File: config.mk
export PLATFORM = sky130hd
export DESIGN_NAME = ring_buffer_deque_top
export DESIGN_NICKNAME = d
export VERILOG_FILES = /design/src/design/rbd_pkg.sv /design/src/design/ring_buffer_deque_top.sv /design/src/design/rbd_store.sv /design/src/design/rbd_ctrl.sv
export SDC_FILE = /design/constraint.sdc
export NUM_CORES = 1
export LEC_CHECK = 0
export ABC_AREA = 1
export BUFFER_PORTS_ARGS = -buffer_cell sky130_fd_sc_hd__buf_2
export CORE_MARGIN = 3
export CORE_UTILIZATION = 45
export CTS_BUF_LIST = sky130_fd_sc_hd__clkbuf_16
export DETAILED_ROUTE_END_ITERATION = 6
export GPL_ROUTABILITY_DRIVEN = 0
export PLACE_DENSITY = 0.62
export SETUP_SLACK_MARGIN = 0.1
export SLEW_MARGIN = 30
export SYNTH_ARGS = -nofsm -noshare
export SYNTH_HDL_FRONTEND = slang
export SYNTH_SLANG_ARGS = --single-unit
File: constraint.sdc
create_clock -name clk -period 3.9 [get_ports clk]
set_input_delay 0.39 -clock clk [delete_from_list [all_inputs] [get_ports clk]]
set_output_delay 0.39 -clock clk [all_outputs]
set_load 0.05 [all_outputs]
File: src/design/rbd_pkg.sv
// ----------------------------------------------------------------------------
// rbd_pkg: shared types and constants of the ring buffer deque
// Storage geometry, request/response payload types, command and status codes.
// ----------------------------------------------------------------------------
`default_nettype none

package rbd_pkg;

	// storage geometry
	localparam int DEPTH   = 16;
	localparam int ITEM_W  = 32;
	localparam int PTR_W   = (DEPTH > 1) ? $clog2(DEPTH) : 1;
	localparam int CNT_W   = $clog2(DEPTH + 1);
	localparam int SUM_W   = CNT_W + 1;

	// field widths of the channels
	localparam int CMD_W   = 3;
	localparam int VALUE_W = 32;
	localparam int IDX_W   = 4;
	localparam int DATA_W  = 32;
	localparam int CAP_W   = 5;

	// capacity after reset, clamped to the storage depth
	localparam int CAP_RST = (16 > DEPTH) ? DEPTH : 16;

	typedef enum logic [CMD_W-1:0] {
		CMD_PUSH_BACK  = 3'd0,
		CMD_PUSH_FRONT = 3'd1,
		CMD_POP_BACK   = 3'd2,
		CMD_POP_FRONT  = 3'd3,
		CMD_READ_FRONT = 3'd4,
		CMD_READ_BACK  = 3'd5
	} cmd_t;

	typedef enum logic [1:0] {
		ST_OK    = 2'd0,
		ST_FULL  = 2'd1,
		ST_EMPTY = 2'd2
	} status_t;

	typedef struct packed {
		cmd_t               command;
		logic [VALUE_W-1:0] value;
		logic [IDX_W-1:0]   index;
	} req_t;

	typedef struct packed {
		logic [DATA_W-1:0] data;
		status_t           status;
		logic [CNT_W-1:0]  count;
		logic              is_full;
		logic              is_empty;
	} rsp_t;

	// write port request into the cell store
	typedef struct packed {
		logic              en;
		logic [PTR_W-1:0]  addr;
		logic [ITEM_W-1:0] wdata;
	} store_wr_t;

endpackage

`default_nettype wire

File: src/design/ring_buffer_deque_top.sv
// ----------------------------------------------------------------------------
// ring_buffer_deque_top: double-ended circular buffer of 32-bit items
// Request register, single-pass command logic and response register.
// ----------------------------------------------------------------------------
// Usage:
//   Request channel (req_valid / req_stall / req) carries one command: push
//   back or front, pop back or front, or read at an index from either end.
//   Response channel (rsp_valid / rsp_stall / rsp) returns exactly one
//   response per request: data, status, count and the full/empty flags.
//   cfg_we / cfg_wdata write the capacity (0 acts as 1, above 16 as 16);
//   a write also empties the buffer. Write it only while the block is idle.
// Flow:
//   A request is captured in the request register and its response in the
//   response register. One request per cycle is sustained while rsp_stall
//   is low; each command does one register-file access and one pointer
//   update while it is held in the request register.
// Reset:
//   Buffer empty, both pointers zero, capacity 16. Cells are not cleared.
// Stall:
//   While rsp_stall holds a valid response, the response register holds and
//   one more request may wait in the request register; then req_stall rises.
// ----------------------------------------------------------------------------
`default_nettype none

module ring_buffer_deque_top
	import rbd_pkg::*;
(
	input  wire logic             clk,
	input  wire logic             arst_n,
	input  wire logic             req_valid,
	output logic                  req_stall,
	input  wire req_t             req,
	output logic                  rsp_valid,
	input  wire logic             rsp_stall,
	output rsp_t                  rsp,
	input  wire logic             cfg_we,
	input  wire logic [CAP_W-1:0] cfg_wdata
);

	logic              valid_s1, valid_s2;
	req_t              req_s1;
	rsp_t              rsp_s2, rsp_next;
	logic              fire;
	store_wr_t         wr;
	logic [PTR_W-1:0]  raddr;
	logic [ITEM_W-1:0] rdata;

	// stage 1 moves on when the response register is free or being drained
	assign fire      = valid_s1 && (!valid_s2 || !rsp_stall);
	assign req_stall = valid_s1 && valid_s2 && rsp_stall;

	// request register
	always_ff @(posedge clk or negedge arst_n) begin
		if (!arst_n) begin
			valid_s1 <= 1'b0;
		end else if (!req_stall) begin
			valid_s1 <= req_valid;
		end
	end

	always_ff @(posedge clk) begin
		if (!req_stall && req_valid) begin
			req_s1 <= req;
		end
	end

	rbd_ctrl u_ctrl (
		.clk      (clk),
		.arst_n   (arst_n),
		.cfg_we   (cfg_we),
		.cfg_wdata(cfg_wdata),
		.fire     (fire),
		.req_s1   (req_s1),
		.wr       (wr),
		.raddr    (raddr),
		.rdata    (rdata),
		.rsp_next (rsp_next)
	);

	rbd_store u_store (
		.clk  (clk),
		.wr   (wr),
		.raddr(raddr),
		.rdata(rdata)
	);

	// response register
	always_ff @(posedge clk or negedge arst_n) begin
		if (!arst_n) begin
			valid_s2 <= 1'b0;
		end else if (fire) begin
			valid_s2 <= 1'b1;
		end else if (!rsp_stall) begin
			valid_s2 <= 1'b0;
		end
	end

	always_ff @(posedge clk) begin
		if (fire) begin
			rsp_s2 <= rsp_next;
		end
	end

	assign rsp_valid = valid_s2;
	assign rsp       = rsp_s2;

endmodule

`default_nettype wire

File: src/design/rbd_store.sv
// ----------------------------------------------------------------------------
// rbd_store: cell register file of the ring buffer deque
// DEPTH item cells, one write port and one asynchronous read port.
// ----------------------------------------------------------------------------
`default_nettype none

module rbd_store
	import rbd_pkg::*;
(
	input  wire logic              clk,
	input  wire store_wr_t         wr,
	input  wire logic [PTR_W-1:0]  raddr,
	output logic      [ITEM_W-1:0] rdata
);

	logic [ITEM_W-1:0] cells_q [DEPTH];

	// write port; cells hold no reset value
	always_ff @(posedge clk) begin
		if (wr.en) begin
			cells_q[wr.addr] <= wr.wdata;
		end
	end

	// read port, same cycle
	assign rdata = cells_q[raddr];

endmodule

`default_nettype wire

File: src/design/rbd_ctrl.sv
// ----------------------------------------------------------------------------
// rbd_ctrl: pointer and occupancy control of the ring buffer deque
// Decodes one command, drives the cell store and builds the response.
// ----------------------------------------------------------------------------
`default_nettype none

module rbd_ctrl
	import rbd_pkg::*;
(
	input  wire logic              clk,
	input  wire logic              arst_n,
	input  wire logic              cfg_we,
	input  wire logic [CAP_W-1:0]  cfg_wdata,
	input  wire logic              fire,
	input  wire req_t              req_s1,
	output store_wr_t              wr,
	output logic      [PTR_W-1:0]  raddr,
	input  wire logic [ITEM_W-1:0] rdata,
	output rsp_t                   rsp_next
);

	logic [CNT_W-1:0] cap_q;
	logic [PTR_W-1:0] front_q, back_q;
	logic [CNT_W-1:0] occ_q;

	logic [PTR_W-1:0] front_n, back_n;
	logic [CNT_W-1:0] occ_n;
	logic [CNT_W-1:0] cap_wr;
	logic [SUM_W-1:0] cap_x, idx_x, occ_x;
	logic [SUM_W-1:0] pos_f, pos_b;
	logic             full_now, empty_now, idx_bad, take;
	status_t          status;

	// step forward with wrap at the capacity
	function automatic logic [PTR_W-1:0] wrap_inc(input logic [PTR_W-1:0] p,
			input logic [SUM_W-1:0] cap);
		logic [SUM_W-1:0] nx;
		nx = SUM_W'(p) + SUM_W'(1);
		return (nx >= cap) ? '0 : PTR_W'(nx);
	endfunction

	// step back with wrap at the capacity
	function automatic logic [PTR_W-1:0] wrap_dec(input logic [PTR_W-1:0] p,
			input logic [SUM_W-1:0] cap);
		logic [SUM_W-1:0] px;
		px = SUM_W'(p);
		return (p == '0 || px >= cap) ? PTR_W'(cap - SUM_W'(1)) : PTR_W'(px - SUM_W'(1));
	endfunction

	// effective capacity of a register write
	always_comb begin
		if (cfg_wdata == '0) begin
			cap_wr = CNT_W'(1);
		end else if (int'(cfg_wdata) > DEPTH) begin
			cap_wr = CNT_W'(DEPTH);
		end else begin
			cap_wr = CNT_W'(cfg_wdata);
		end
	end

	assign cap_x     = SUM_W'(cap_q);
	assign idx_x     = SUM_W'(req_s1.index);
	assign occ_x     = SUM_W'(occ_q);
	assign full_now  = (occ_q >= cap_q);
	assign empty_now = (occ_q == '0);
	assign idx_bad   = empty_now || (idx_x >= occ_x);

	// read positions; one subtract suffices since both sums stay below 2*cap
	always_comb begin
		pos_f = SUM_W'(front_q) + idx_x;
		if (pos_f >= cap_x) begin
			pos_f = pos_f - cap_x;
		end
		pos_b = SUM_W'(back_q) + cap_x - SUM_W'(1) - idx_x;
		if (pos_b >= cap_x) begin
			pos_b = pos_b - cap_x;
		end
	end

	// command decode
	always_comb begin
		front_n  = front_q;
		back_n   = back_q;
		occ_n    = occ_q;
		status   = ST_OK;
		take     = 1'b0;
		raddr    = front_q;
		wr.en    = 1'b0;
		wr.addr  = back_q;
		wr.wdata = ITEM_W'(req_s1.value);
		case (req_s1.command)
			CMD_PUSH_BACK: begin
				if (full_now) begin
					status = ST_FULL;
				end else begin
					wr.en   = fire;
					wr.addr = back_q;
					back_n  = wrap_inc(back_q, cap_x);
					occ_n   = occ_q + CNT_W'(1);
				end
			end
			CMD_PUSH_FRONT: begin
				if (full_now) begin
					status = ST_FULL;
				end else begin
					front_n = wrap_dec(front_q, cap_x);
					wr.en   = fire;
					wr.addr = front_n;
					occ_n   = occ_q + CNT_W'(1);
				end
			end
			CMD_POP_BACK: begin
				if (empty_now) begin
					status = ST_EMPTY;
				end else begin
					back_n = wrap_dec(back_q, cap_x);
					raddr  = back_n;
					take   = 1'b1;
					occ_n  = occ_q - CNT_W'(1);
				end
			end
			CMD_POP_FRONT: begin
				if (empty_now) begin
					status = ST_EMPTY;
				end else begin
					raddr   = front_q;
					take    = 1'b1;
					front_n = wrap_inc(front_q, cap_x);
					occ_n   = occ_q - CNT_W'(1);
				end
			end
			CMD_READ_FRONT: begin
				if (idx_bad) begin
					status = ST_EMPTY;
				end else begin
					raddr = PTR_W'(pos_f);
					take  = 1'b1;
				end
			end
			CMD_READ_BACK: begin
				if (idx_bad) begin
					status = ST_EMPTY;
				end else begin
					raddr = PTR_W'(pos_b);
					take  = 1'b1;
				end
			end
			default: begin
				// unknown command: no change, data zero, status ok
			end
		endcase
	end

	// response
	always_comb begin
		rsp_next.data     = take ? DATA_W'(rdata) : '0;
		rsp_next.status   = status;
		rsp_next.count    = occ_n;
		rsp_next.is_full  = (occ_n == cap_q);
		rsp_next.is_empty = (occ_n == '0);
	end

	// capacity, pointers and occupancy; a capacity write empties the buffer
	always_ff @(posedge clk or negedge arst_n) begin
		if (!arst_n) begin
			cap_q   <= CNT_W'(CAP_RST);
			front_q <= '0;
			back_q  <= '0;
			occ_q   <= '0;
		end else if (cfg_we) begin
			cap_q   <= cap_wr;
			front_q <= '0;
			back_q  <= '0;
			occ_q   <= '0;
		end else if (fire) begin
			front_q <= front_n;
			back_q  <= back_n;
			occ_q   <= occ_n;
		end
	end

endmodule

`default_nettype wire

==> flow_summary_export.csv, run 1 <==
group,metric,value,unit
drt,drt_first_iter_violations,2331,
sta,finalClockSkew,0.0234,ns
worst_setup_path,path_class,"reg -> reg",
sta,rsz0062_at_grt,"true",
drt,drc_errors,0,
grt,grt_max_degree,135,
worst_setup_path,reg2reg_slack,-0.11,ns
logic_synthesis,synth_seq_area_share,0.656,
pwr,clockPowerShare,0.270,
pwr,pwr-share-comb,0.399,
drt,postRouteAntennaNets,0,
clock_network,clkSlewWorstSetupHoldPaths,0.06,ns
finish,num-nets-final,2985,
clock_network,cts_max_path_buffers,3,
finish,layout-drive-gt1-share,0.224,
floorplan,std_cell_rows,90,
pwr,p_seq_frac,0.331,
pwr,p_sw,8.11,mW
min_path,hold_class,"in -> reg",
drt,avgRoutedWirePerCell,22.1,microns
grt,grt.total_usage,0.239,
floorplan,fp.dieH,255,microns
logic_synthesis,syn_avg_cell_area,10.7,sq um
finish,final_core_util,0.587,
logic_synthesis,synth_area_leaders,"edfxtp_1, nand3_1, nand2_1, inv_1, ha_1",
sta,final.setup.tns,-1.91,ns
logic_synthesis,synthesis.area,0.0279,sq mm
worst_setup_path,endpoint_kind,"flip-flop",
logic_synthesis,synth_warnings,0,
sta,setup_ws,-0.107,ns
grt,grt_first_pass_wirelength,118,mm
floorplan,die_area,0.0649,sq mm
pwr,peakVddDrop,0.380,mV
clock_network,clock_sinks,612,
logic_synthesis,yosysUniqueCellTypes,48,
floorplan,dieWidth,255,microns
logic_synthesis,async_flop_share,0.0327,
logic_synthesis,synth_ff_type,"edfxtp_1",
drt,wirelength,82.0,mm
clock_network,cts_tree,"built",
drt,vias_per_cell,5.62,
clock_network,numCtsBuffers,67,
floorplan,io_pins,92,
pwr,intPower,15.0,mW
flow_run,max-cap-violations,0,
placed_design,portBuffers,91,
sta,fmax,250,MHz
clock_network,root_buffer,"clkbuf_16",
outcome,violations,"negative setup slack",
placed_design,dp_hpwl,43.0,mm
sta,tightest_slew,0.881,ns
drt,vias,20800,
worst_setup_path,path_max_fanout,5,
logic_synthesis,synth_common_cells,"nand2_1, edfxtp_1, nand3_1, inv_1, buf_2",
worst_setup_path,worstPathArrival,4.45,ns
grt,grt_pass1_vias,20000,
logic_synthesis,synth_cells,2596,
logic_synthesis,synth_edf_count,592,
pwr,p_sw_frac,0.351,
floorplan,initial_core_util,0.458,
finish,syn_to_final_growth,28.0,%
clock_network,htree_levels,3,
floorplan,core,0.0608,sq mm
outcome,status,"finished, violations left",
logic_synthesis,synth.most_common_cell,"nand2_1",
drt,firstDrtPassIters,6,
sta,slew_headroom,0.413,
logic_synthesis,yosys_register_bits,612,
logic_synthesis,synth.top_cell.area_share,0.638,
clock_network,clk_latency,0.61,ns
pwr,cellLeakagePower,14.8,nW
sta,drv_slew,0,
grt,antenna_found_initial,0,
worst_setup_path,critPathRequiredTime,4.34,ns
pwr,power.total,23.1,mW
pwr,powerDensity,648,mW/mm^2
logic_synthesis,syn-num-nets,2707,
finish,fin_area,0.0357,sq mm
worst_setup_path,critPathLaunchType,"flip-flop",
placed_design,dpl_cell_area,0.0307,sq mm
grt,grt_overflow_total,0,
sta,hold_violations,0,
logic_synthesis,synth_top_area_cell,"edfxtp_1",
sta,finalCritPeriodShare,1.03,
sta,period_needed,4.01,ns
sta,setup_violations,32,
finish,antennaDiodeCount,0,
==> worst paths after layout <==
path                       startpoint              end  cells after the start
min                            req[8]        req_s1[8]                      1
max reg2reg                 req_s1[1]          rsp[30]                     22
max in group asynchronous      arst_n  u_ctrl.cap_q[4]                      2
min reg2reg                  valid_s1        rsp_valid                      2
max                         req_s1[1]          rsp[30]                     22
min in group asynchronous      arst_n  u_ctrl.cap_q[0]                      2
==> layout by cell type, fill, tap and decap left out, drive strengths merged, types with 2 or more instances in the layout <==
cell,count
nand4,20
clkinv,31
inv,332
clkbuf,93
nand3b,33
nand3,581
clkinvlp,3
buf,281
a22oi,2
dlygate4sd3,41
edfxtp,592
xnor2,6
nor3,6
nor2,56
o21ai,25
o21a,6
bufinv,5
fa,8
dfrtp,19
o22ai,11
o211ai,5
ha,54
o21bai,2
a21oi,56
nand2,623
xor2,15
a31oi,2
a221oi,2
==> logic make-up (layout without fill, tap and decap cells) <==
family                     Yosys count  in the layout  synth area share
and+or+nand+nor                   1322           1323             0.213
DFF                                612            612             0.656
xor gates and xnor gates            21             21           0.00660
buffers and inverters              461            787            0.0697
adders and majority gates           62             62            0.0300
AOI/OAI and AO/OA                  117            117            0.0242
muxes                                1              1          0.000359
==> routing by layer <==
metal  wire length [microns]  global-route usage  part of all wire
met2                   39300               0.389              0.48
met1                   33600               0.329              0.41
met4                    2400              0.0827             0.029
met3                    6670              0.0397             0.081
met5                       0                   0                 0
==> metrics by stage <==
step	setup WS, ns	instances	hold WS (ns)
after floorplan	-0.202	2596	0.0944
after global placement	-0.368	3481	0.390
after detailed placement	-0.380	3481	0.397
after CTS	-0.112	3673	0.0169
after global routing	-0.288	3705	0.00879
final	-0.107	3705	0.0252
==> registers in the layout, indices dropped and copies added (netlist names) <==
| name | count |
|---|---|
| req_s1 | 39 |
| rsp | 41 |
| rsp_valid | 1 |
| u_ctrl.back_q | 4 |
| u_ctrl.cap_q | 5 |
| u_ctrl.front_q | 4 |
| u_ctrl.occ_q | 5 |
| u_store.cells_q | 512 |
| valid_s1 | 1 |
==> worst max-delay path: stages (launching register included) <==
cell and delay, ns:
edfxtp_1 0.37, inv_2 0.05, fa_1 0.52, ha_4 0.19, fa_2 0.39, xor2_4 0.18, ha_4 0.26, nand2_2 0.06
inv_2 0.03, nand2_1 0.05, nand2_1 0.06, nand2_2 0.12, nand2_4 0.08, buf_6 0.12, o211ai_1 0.22, a21oi_2 0.11
nor2_4 0.23, buf_8 0.20, clkinv_8 0.10, buf_16 0.16, nand3_2 0.10, nand3_4 0.08, a21oi_4 0.19
==> layout make-up <==
cell class              count  area, sq um
flip-flops and latches    612        18300
inverters                 323         1230
clock inverters            47          379
multi-input cells        1524         8890
repair buffers            345         4120
clock buffers              71         1780
fillers                  4845        25100
repair inverters            1         16.3
well taps                 782          978
==> power by group through the flow <==
stage	clock network [mW]	registers [mW]	logic [mW]
floorplan	0	7.94	4.01
global placement	0	7.77	6.52
detailed placement	0	7.77	6.63
CTS	6.33	7.64	7.57
global route	6.60	7.66	9.85
finish	6.24	7.64	9.21
==> what timing repair did <==
action / CTS / global route
resized for setup: 81 / 229
hold buffers: 41 / 0
hold endpoints to repair: 59 / 0
cloned: 11 / 26
pin swaps: 39 / 87
setup endpoints to repair: 32 / 32
setup buffers: 22 / 7
Power figures use the tool's default switching activity.
==> run 2: changes to the inputs <==
Settings changed: REMOVE_ABC_BUFFERS set to 1.
==> run 2 against run 1 <==
Net effect: the run still ends with negative setup slack left; design area decreased by 2.2%; setup slack got worse by 0.016 ns; die area unchanged; via count about the same; sequential share of layout area increased by 1.1 points; count of clock-buffer cells in the layout decreased by 3; non-clock buffer count decreased by 16; maximum frequency decreased by 0.40%; sequential power about the same; largest cell class unchanged.
==> flow_summary_export.csv, run 2 (synthesis results as in run 1) <==
group,metric,value,unit
pwr,powerDensity,624,mW/mm^2
finish,largest-register,"u_store.cells_q",
clock_network,cts_tree,"built",
finish,fillers,4888,
drt,route.met2.wl,39.1,mm
placed_design,dpl_worst_slack,-0.224,ns
sta,slew_headroom,0.468,
sta,tightest_slew,0.798,ns
placed_design,dp_hpwl,40.9,mm
clock_network,htree_levels,3,
floorplan,core,0.0608,sq mm
finish,largest_reg_flops,512,
drt,avgRoutedWirePerCell,22.2,microns
finish,antennaDiodeCount,0,
floorplan,die_area,0.0649,sq mm
sta,setup_ws,-0.123,ns
drt,m1WireLength,32.2,mm
grt,grt_first_pass_wirelength,114,mm
sta,rsz0062_at_grt,"true",
placed_design,portBuffers,91,
sta,period_needed,4.02,ns
clock_network,numCtsBuffers,68,
flow_run,max-cap-violations,0,
worst_setup_path,critPathLaunchType,"flip-flop",
pwr,pwr-share-comb,0.377,
sta,hold_violations,0,
finish,final_cell_mix,"nand2_1, edfxtp_1, nand3_1",
grt,grt.total_usage,0.234,
pwr,clockPowerShare,0.273,
worst_setup_path,path_class,"reg -> reg",
grt,grt_overflow_total,0,
drt,drc_errors,0,
drt,drt_first_iter_violations,2393,
drt,routed.top_layer,"met4",
floorplan,io_pins,92,
sta,finalClockSkew,0.0208,ns
worst_setup_path,worstPathArrival,4.49,ns
drt,postRouteAntennaNets,0,
sta,setup_violations,32,
clock_network,clkSlewWorstSetupHoldPaths,0.06,ns
grt,grt_max_degree,73,
pwr,peakVddDrop,0.387,mV
outcome,status,"finished, violations left",
worst_setup_path,reg2reg_slack,-0.12,ns
min_path,hold_class,"in -> reg",
finish,ff_latch_area,0.0183,sq mm
grt,antenna_found_initial,0,
floorplan,dieWidth,255,microns
pwr,cellLeakagePower,14.5,nW
sta,drv_slew,0,
clock_network,clock_sinks,612,
finish,layout_commonest_cell,"nand2_1",
sta,finalCritPeriodShare,1.03,
pwr,intPower,14.1,mW
sta,final.setup.tns,-2.93,ns
drt,vias_per_cell,5.64,
clock_network,root_buffer,"clkbuf_16",
drt,wl_met3,7.51,mm
worst_setup_path,path_max_fanout,10,
clock_network,clk_latency,0.62,ns
drt,firstDrtPassIters,6,
finish,num-nets-final,2968,
drt,vias,20800,
pwr,p_sw,7.72,mW
finish,layout-drive-gt1-share,0.180,
floorplan,std_cell_rows,90,
outcome,violations,"negative setup slack",
worst_setup_path,critPathRequiredTime,4.36,ns
grt,grt_pass1_vias,19400,
sta,fmax,249,MHz
clock_network,cts_max_path_buffers,3,
pwr,power.total,21.8,mW
finish,syn_to_final_growth,25.2,%
floorplan,initial_core_util,0.458,
worst_setup_path,endpoint_kind,"flip-flop",
floorplan,fp.dieH,255,microns
drt,wirelength,81.9,mm
finish,multiInputGateArea,0.00829,sq mm
pwr,p_seq_frac,0.350,
pwr,p_sw_frac,0.354,
==> run 2: cell types whose count changed in the layout (fill, tap and decap cells not counted), moves of 8 or more <==
cell | previous run | this run
nand3_1 | 455 | 525
nand3_2 | 115 | 55
nand2_1 | 569 | 599
nand2_2 | 42 | 18
a21oi_1 | 30 | 43
a21oi_2 | 23 | 12
nand3_4 | 11 | 1
inv_1 | 317 | 326
buf_12 | 66 | 58
==> run 2: worst paths after layout <==
path                            from          endpoint  cells past startpoint
max                        req_s1[1]           rsp[33]                     20
max reg2reg                req_s1[1]           rsp[33]                     20
min reg2reg                rsp_valid         rsp_valid                      2
min                        rsp_stall         rsp_valid                      3
max in group asynchronous     arst_n   u_ctrl.cap_q[4]                      2
min in group asynchronous     arst_n  u_ctrl.back_q[2]                      2
==> run 2: power by group through the flow <==
stage	registers (mW)	clock network [mW]	logic [mW]
2_1_floorplan	7.95	0	3.74
3_3_place_gp	7.76	0	6.23
3_5_place_dp	7.77	0	6.37
4_1_cts	7.63	6.03	7.01
5_1_grt	7.65	6.28	8.81
6_report	7.63	5.95	8.21
==> run 2: timing repair <==
| action | CTS | global route |
|---|---|---|
| gates resized for setup | 68 | 118 |
| hold buffers | 39 | 0 |
| cloned | 13 | 34 |
| setup buffers | 24 | 6 |
| hold endpoints to repair | 57 | 0 |
| setup endpoints to repair | 32 | 287 |
| pin swaps | 41 | 79 |
==> run 2: cell type report <==
cell class | instances | area share
Clock inverter | 55 | 0.0106
Tap cell | 782 | 0.0280
Timing Repair Buffer | 329 | 0.116
Multi-Input combinational cell | 1523 | 0.238
Inverter | 323 | 0.0350
Clock buffer | 68 | 0.0488
Sequential cell | 612 | 0.524
==> run 2: critical path, stage by stage (launching register included) <==
cell and delay (ns):
edfxtp_1 0.40, inv_2 0.07, fa_1 0.45, ha_4 0.20
fa_2 0.37, xor2_2 0.23, ha_4 0.26, a21oi_2 0.14
nand2_1 0.08, nand2_2 0.12, nand2_4 0.07, buf_4 0.14
o21ai_2 0.13, a21oi_1 0.07, o21ai_1 0.17, o211ai_1 0.20
buf_4 0.21, inv_8 0.10, clkbuf_16 0.21, nand3_2 0.10
a21oi_2 0.15
==> run 2: per-layer routing <==
metal / track usage / vias to the layer above
met5: 0 / -
met1: 0.318 / 10100
li1: - / 9439
met4: 0.0854 / 0
met3: 0.0333 / 224
met2: 0.386 / 1103
==> run 2: per-stage QoR <==
step | std cells | instance area (sq um) | utilization | hold WS [ns]
floorplan | 2458 | 27100 | - | 0.0944
global placement | 3456 | 30300 | 0.498 | 0.395
detailed placement | 3456 | 30300 | 0.498 | 0.395
CTS | 3655 | 33600 | 0.552 | 0.0148
global route | 3692 | 34900 | 0.574 | 0.0241
finish | 3692 | 34900 | 0.574 | 0.0392
